File: src/hdl/mcmq_ram.sv
// ----------------------------------------------------------------------------
// Message queue RAM
// Simple dual-port synchronous RAM, one write and one registered read port.
// ----------------------------------------------------------------------------
module mcmq_ram #(
   parameter int WIDTH = 8,
   parameter int DEPTH = 2
) (
   input  logic                                   clock,
   input  logic                                   wr_en,
   input  logic [(DEPTH > 1 ? $clog2(DEPTH) : 1)-1:0] wr_addr,
   input  logic [WIDTH-1:0]                       wr_data,
   input  logic [(DEPTH > 1 ? $clog2(DEPTH) : 1)-1:0] rd_addr,
   output logic [WIDTH-1:0]                       rd_data
);

   logic [WIDTH-1:0] mem [DEPTH];

   // write port
   always_ff @(posedge clock) begin
      if (wr_en) begin
         mem[wr_addr] <= wr_data;
      end
   end

   // registered read port
   always_ff @(posedge clock) begin
      rd_data <= mem[rd_addr];
   end

endmodule

File: config.mk
export PLATFORM = sky130hd
export DESIGN_NAME = mcmq_ram
export DESIGN_NICKNAME = d
export VERILOG_FILES = /design/src/hdl/mcmq_ram.sv
export SDC_FILE = /design/constraint.sdc
export NUM_CORES = 1
export LEC_CHECK = 0
export ABC_AREA = 1
export BUFFER_PORTS_ARGS = -buffer_cell sky130_fd_sc_hd__buf_2
export CORE_MARGIN = 3
export CORE_UTILIZATION = 52
export CTS_CLUSTER_DIAMETER = 30
export CTS_CLUSTER_SIZE = 28
export DETAILED_ROUTE_END_ITERATION = 8
export MAX_ROUTING_LAYER = met4
export PLACE_DENSITY = 0.82
export SETUP_SLACK_MARGIN = 0.3
export SLEW_MARGIN = 10
export SYNTH_ARGS = -nofsm -noshare
export SYNTH_HDL_FRONTEND = slang
export SYNTH_SLANG_ARGS = --single-unit
File: constraint.sdc
create_clock -name clock -period 1.85 [get_ports clock]
set_input_delay 0.0925 -clock clock [delete_from_list [all_inputs] [get_ports clock]]
set_output_delay 0.0925 -clock clock [all_outputs]
set_load 0.05 [all_outputs]
==> impl_metrics.env, run 1 <==
export IMPL_drive_gt1_share_pct=28.6
export IMPL_start_util_pct=57.0
export IMPL_hold_slack_ns=0.0847
export IMPL_fin_crit_sh_pct=53.4
export IMPL_finalSetupViolations=0
export IMPL_wl_met3_um=85
export IMPL_cts_root_buf="clkbuf_4"
export IMPL_drc_errors=0
export IMPL_worst_pin_slew_ns=0.635
export IMPL_antenna_found_initial=0
export IMPL_wl_met1_um=454
export IMPL_die_h_um=44.3
export IMPL_die_area_um2=1960
export IMPL_hp_start="rd_addr"
export IMPL_synth_area_um2=761
export IMPL_combPwrFrac_pct=11.4
export IMPL_mostFrequentLayoutCell="nand2_1"
export IMPL_r2r_cells=2
export IMPL_path_clk_slew_ns=0.12
export IMPL_crit_path_max_incr_delay_ns=0.33
export IMPL_start_kind="flip-flop"
export IMPL_die_x_um=44.3
export IMPL_vias_per_cell=4.58
export IMPL_relSlewSlack_pct=57.5
export IMPL_worst_hold_path_type="in -> reg"
export IMPL_portBuffers=19
export IMPL_dp_hpwl_um=696
export IMPL_row_count=13
export IMPL_fin_crit_ns=0.987
export IMPL_p_leak_uw=0.000447
export IMPL_h_tree_depth=1
export IMPL_critPathTopFamily="flip-flops"
export IMPL_syn_num_nets=66
export IMPL_avgRoutedWirePerCell_um=11.4
export IMPL_swShare_pct=21.8
export IMPL_gp_congestion=0.731
export IMPL_top_layer="met4"
export IMPL_vias=453
export IMPL_utilization_pct=74.7
export IMPL_grt_pass1_vias=430
export IMPL_ys_warnings_count=0
export IMPL_cts_buffers=3
export IMPL_p_clk_share_pct=32.8
export IMPL_final_cell_mix="nand2_1, buf_2, edfxtp_1"
export IMPL_rsz0062_at_grt="no"
export IMPL_slowest_stage="dfxtp_1"
export IMPL_cp_end_kind="primary output"
export IMPL_outcome="complete, no violations"
export IMPL_yosysTopAreaCellShare_pct=63.2
export IMPL_powerDensity_nw_per_um2=1120
export IMPL_holdPathStages=3
export IMPL_coreArea_um2=1330
export IMPL_fmax_mhz=1010
export IMPL_dr_pass1_iters=3
export IMPL_hold_path_end="rd_data[1]"
export IMPL_drv_slew=0
export IMPL_wirelength_um=1130
export IMPL_cp_data_required_time_ns=1.76
export IMPL_cap_violations=0
export IMPL_seq_area_frac_synth_pct=84.2
export IMPL_path_buf_inv=1
export IMPL_ant_nets=0
export IMPL_crit_path_cell_trace="buf_2"
export IMPL_clock_sinks=24
export IMPL_syn_inst=54
export IMPL_syn2layout_area_growth_pct=30.9
export IMPL_critical_path_class="reg -> out"
export IMPL_layout_setup_ws_ns=0.863
export IMPL_cp_arrival_ns=0.89
export IMPL_met2_length_um=565
export IMPL_skew_ns=0.00626
export IMPL_antennaDiodeCount=0
export IMPL_cts_tree="yes"
export IMPL_yosys_top_cells_area="edfxtp_1, dfxtp_1, nand2_1"
export IMPL_hold_viol_final=0
export IMPL_p_seq_share_pct=55.9
export IMPL_num_io_pins=20
export IMPL_reg2reg_slack_ns=1.23
export IMPL_postCtsSetupBuffers=0
export IMPL_ys_seq_elements=24
export IMPL_synth_top_cell_by_area="edfxtp_1"
export IMPL_grt_pass1_wl_um=1860
export IMPL_switchingPower_uw=243
export IMPL_nets=97
export IMPL_cts_max_path_buffers=2
export IMPL_r2r_start="mem[0][4]"
export IMPL_fin_setup_tns_ns=0
export IMPL_grt_ovfl_total=0
export IMPL_ir_drop_uv=650
export IMPL_yosysUniqueCellTypes=7
export IMPL_p_int_uw=870
export IMPL_hold_buffers=8
export IMPL_dp_slack_ns=0.779
export IMPL_cts_resized_gates=0
export IMPL_worst_r2r_endpoint="rd_data[4]"
export IMPL_grt_start_max_net_pins=15
export IMPL_clk_latency_ns=0.31
export IMPL_drt_iter0_markers=7
export IMPL_syn_area_per_cell_um2=14.1
export IMPL_critPathMaxFanout=1
export IMPL_grtUsageTotal_pct=15.2
-- sequential cells by signal (all words and copies together) (netlist names) --
register  flops
mem          16
rd_data       8
-- final cells by class --
class	instances	area, um^2
Clock buffer	3	22.5
Clock inverter	1	30.0
Fill cell	85	338
Inverter	3	11.3
Multi-Input combinational cell	26	97.6
Sequential cell	24	641
Tap cell	15	18.8
Timing Repair Buffer	27	175
-- layer usage --
layer  GRT usage, %  vias to the layer above
li1               -                      233
met1           14.9                      202
met2           23.8                       15
met3           6.50                        3
met4           10.8                        0
met5              -                        -
-- synth_stat cells (all sizes together) --
| library cell | count |
|---|---|
| nor2 | 1 |
| nand2 | 25 |
| edfxtp | 16 |
| dfxtp | 8 |
| buf | 1 |
| inv | 3 |
-- per-stage QoR --
stage | cell area [um^2] | cells | power, uW
3_3_place_gp | 863 | 87 | 744
6_report | 996 | 99 | 1110
5_1_grt | 996 | 99 | 1160
3_5_place_dp | 863 | 87 | 747
4_1_cts | 996 | 99 | 1120
2_1_floorplan | 761 | 54 | 714
-- cells by family (layout without fill, tap and decap cells) --
group,count (synthesis),count (layout),synth area share [%]
DFF,24,24,84.2
buffers and inverters,4,34,2.96
and+or+nand+nor,26,26,12.8
-- power by group through the flow --
stage | logic, uW | clock network [uW] | registers [uW]
CTS | 127 | 370 | 622
global placement | 111 | 0 | 633
finish | 127 | 364 | 621
global route | 137 | 395 | 625
floorplan | 24.8 | 0 | 690
detailed placement | 113 | 0 | 634
-- how the worst max path moves through the flow --
stage | from | to | slack [ns] | depth (start not counted)
after floorplan | wr_en | mem[0][0] | 1.0 | 2
after global placement | wr_addr | mem[0][3] | 0.80 | 2
after detailed placement | wr_addr | mem[0][3] | 0.78 | 2
after CTS | rd_data[0] | rd_data[0] | 0.86 | 1
after global routing | rd_data[0] | rd_data[0] | 0.82 | 1
final | rd_data[6] | rd_data[6] | 0.86 | 1
Note: power is estimated with default switching activity, not from simulation.
==> run 2: changes to the inputs <==
--- a/config.mk
+++ b/config.mk
@@ -8,12 +8,12 @@
 export ABC_AREA = 1
 export BUFFER_PORTS_ARGS = -buffer_cell sky130_fd_sc_hd__buf_2
 export CORE_MARGIN = 3
-export CORE_UTILIZATION = 52
+export CORE_UTILIZATION = 43
 export CTS_CLUSTER_DIAMETER = 30
 export CTS_CLUSTER_SIZE = 28
 export DETAILED_ROUTE_END_ITERATION = 8
 export MAX_ROUTING_LAYER = met4
-export PLACE_DENSITY = 0.82
+export PLACE_DENSITY = 0.73
 export SETUP_SLACK_MARGIN = 0.3
 export SLEW_MARGIN = 10
 export SYNTH_ARGS = -nofsm -noshare
==> constraint.sdc (replaced) <==
create_clock -name clock -period 0.84 [get_ports clock]
set_input_delay 0.042 -clock clock [delete_from_list [all_inputs] [get_ports clock]]
set_output_delay 0.042 -clock clock [all_outputs]
set_load 0.05 [all_outputs]
==> run 2 against run 1 <==
  * Sequential power is 120% higher
  * Worst hold slack worse by 0.16 ns
  * Largest power group unchanged
  * Power up 96%
  * The flow now finishes with violations (hold timing)
  * Cell area fell by 0.38%
  * Register-to-register slack got worse by 1.0 ns
  * Critical path type unchanged
  * Via count is 9.1% lower
==> impl_metrics.env, run 2 (same netlist as run 1, synthesis figures left out) <==
export IMPL_outcome="complete, but fails checks"
export IMPL_violations="hold timing"
export IMPL_grtUsageTotal_pct=11.6
export IMPL_wirelength_um=1070
export IMPL_syn2layout_area_growth_pct=30.4
export IMPL_largestRegisters="mem x16, rd_data x8"
export IMPL_vias_per_cell=4.53
export IMPL_path_buf_inv=1
export IMPL_cp_end_kind="primary output"
export IMPL_p_leak_uw=0.000426
export IMPL_die_h_um=48.1
export IMPL_finalSetupViolations=0
export IMPL_row_count=14
export IMPL_fin_setup_tns_ns=0
export IMPL_grt_ovfl_total=0
export IMPL_gp_congestion=0.668
export IMPL_crit_path_max_incr_delay_ns=0.35
export IMPL_antennaDiodeCount=0
export IMPL_met1_usage_pct=15.0
export IMPL_final_area_um2=992
export IMPL_start_kind="flip-flop"
export IMPL_fmax_mhz=1200
export IMPL_mostFrequentLayoutCell="nand2_1"
export IMPL_worst_hold_path_type="in -> reg"
export IMPL_path_clk_slew_ns=0.11
export IMPL_critPathTopFamily="flip-flops"
export IMPL_grt_busiest_layer="met2"
export IMPL_largest_reg_flops=16
export IMPL_critPathMaxFanout=1
export IMPL_cts_root_buf="clkbuf_4"
export IMPL_cap_violations=0
export IMPL_regMostFlops="mem"
export IMPL_use_met3_pct=3.38
export IMPL_final_cell_mix="nand2_1, edfxtp_1, buf_2"
export IMPL_dp_cells=88
export IMPL_vias=412
export IMPL_fillers=119
export IMPL_portBuffers=19
export IMPL_slowest_stage="dfxtp_2"
export IMPL_ant_nets=0
export IMPL_coreArea_um2=1580
export IMPL_drt_iter0_markers=21
export IMPL_die_x_um=48.1
export IMPL_avgRoutedWirePerCell_um=11.7
export IMPL_grt_pass1_wl_um=1720
export IMPL_hold_slack_ns=-0.0766
export IMPL_ir_drop_uv=1200
export IMPL_grt_start_max_net_pins=13
export IMPL_fin_crit_sh_pct=99.1
export IMPL_die_area_um2=2310
export IMPL_clock_sinks=24
export IMPL_num_io_pins=20
export IMPL_antenna_found_initial=0
export IMPL_relSlewSlack_pct=83.5
export IMPL_cts_buffers=3
export IMPL_worst_pin_slew_ns=0.247
export IMPL_clk_latency_ns=0.30
export IMPL_rsz0062_at_grt="yes"
export IMPL_fin_cells=91
export IMPL_cts_tree="yes"
export IMPL_drv_slew=0
export IMPL_drive_gt1_share_pct=45.3
export IMPL_dp_hpwl_um=711
export IMPL_h_tree_depth=1
export IMPL_cp_data_required_time_ns=0.80
export IMPL_nets=89
export IMPL_drc_errors=0
export IMPL_hold_viol_final=16
export IMPL_grt_pass1_vias=410
export IMPL_powerDensity_nw_per_um2=2200
export IMPL_fin_crit_ns=0.832
export IMPL_dr_pass1_iters=4
export IMPL_start_util_pct=48.3
export IMPL_grt_util_met2_pct=16.4
export IMPL_total_power_uw=2180
export IMPL_crit_path_cell_trace="buf_8"
export IMPL_cts_max_path_buffers=2
export IMPL_cp_arrival_ns=0.79
export IMPL_skew_ns=0.000667
export IMPL_place_area_um2=890
export IMPL_critical_path_class="reg -> out"
==> run 2: cell count changes in the layout (fill, tap and decap cells not counted), sizes merged <==
cell / before / now
bufinv: 1 / 0
dlygate4sd3: 8 / 0
==> run 2: area by class of cell <==
cell class	instances	area, um^2	area share [%]
clock buffer	3	22.5	2.27
inverter	3	18.8	1.89
tap	16	20.0	2.02
timing repair buffer	19	175	17.7
multi-input combinational	26	105	10.6
sequential	24	651	65.6
==> run 2: routing by layer <==
layer  vias to the layer above  share of wire (%)  wire [um]
met4                         0               0.75          8
met5                         -                  0          0
met2                        20                 53        568
met3                         2                5.9         63
li1                        218                  -          -
met1                       172                 40        428
==> run 2: stage by stage <==
| stage | util [%] | setup slack [ns] |
|---|---|---|
| after floorplan | - | 0.291 |
| after global placement | 56.4 | 0.0833 |
| after detailed placement | 56.4 | 0.0530 |
| after CTS | 62.9 | -0.00735 |
| after global routing | 62.9 | -0.0456 |
| final | 62.9 | 0.00788 |
==> run 2: worst paths after layout <==
path	startpoint	end	slack (ns)	depth (start not counted)
setup / recovery	rd_data[6]	rd_data[6]	0.008	1
hold / removal	wr_data[0]	mem[1][0]	-0.08	1
setup reg to reg	mem[0][5]	rd_data[5]	0.23	2
hold reg to reg	mem[1][1]	rd_data[1]	0.44	2
==> run 2: power breakdown <==
group	internal (uW)	switching, uW	leakage [uW]
registers	1360	33.1	0.000218
logic	128	196	0.000194
clock network	167	298	0.0000138
==> run 2: worst reg2reg max path, cell delays in order, from the launching register on <==
cell and delay [ns]:
edfxtp_1 0.39, nand2_1 0.08, nand2_1 0.05
==> run 2: timing repair <==
item / in CTS / in global routing
cloned: 0 / 0
setup endpoints to repair: 16 / 16
hold endpoints to repair: 16 / 16
resized for setup: 24 / 0
pin swaps: 3 / 2
buffers inserted: 0 / 0
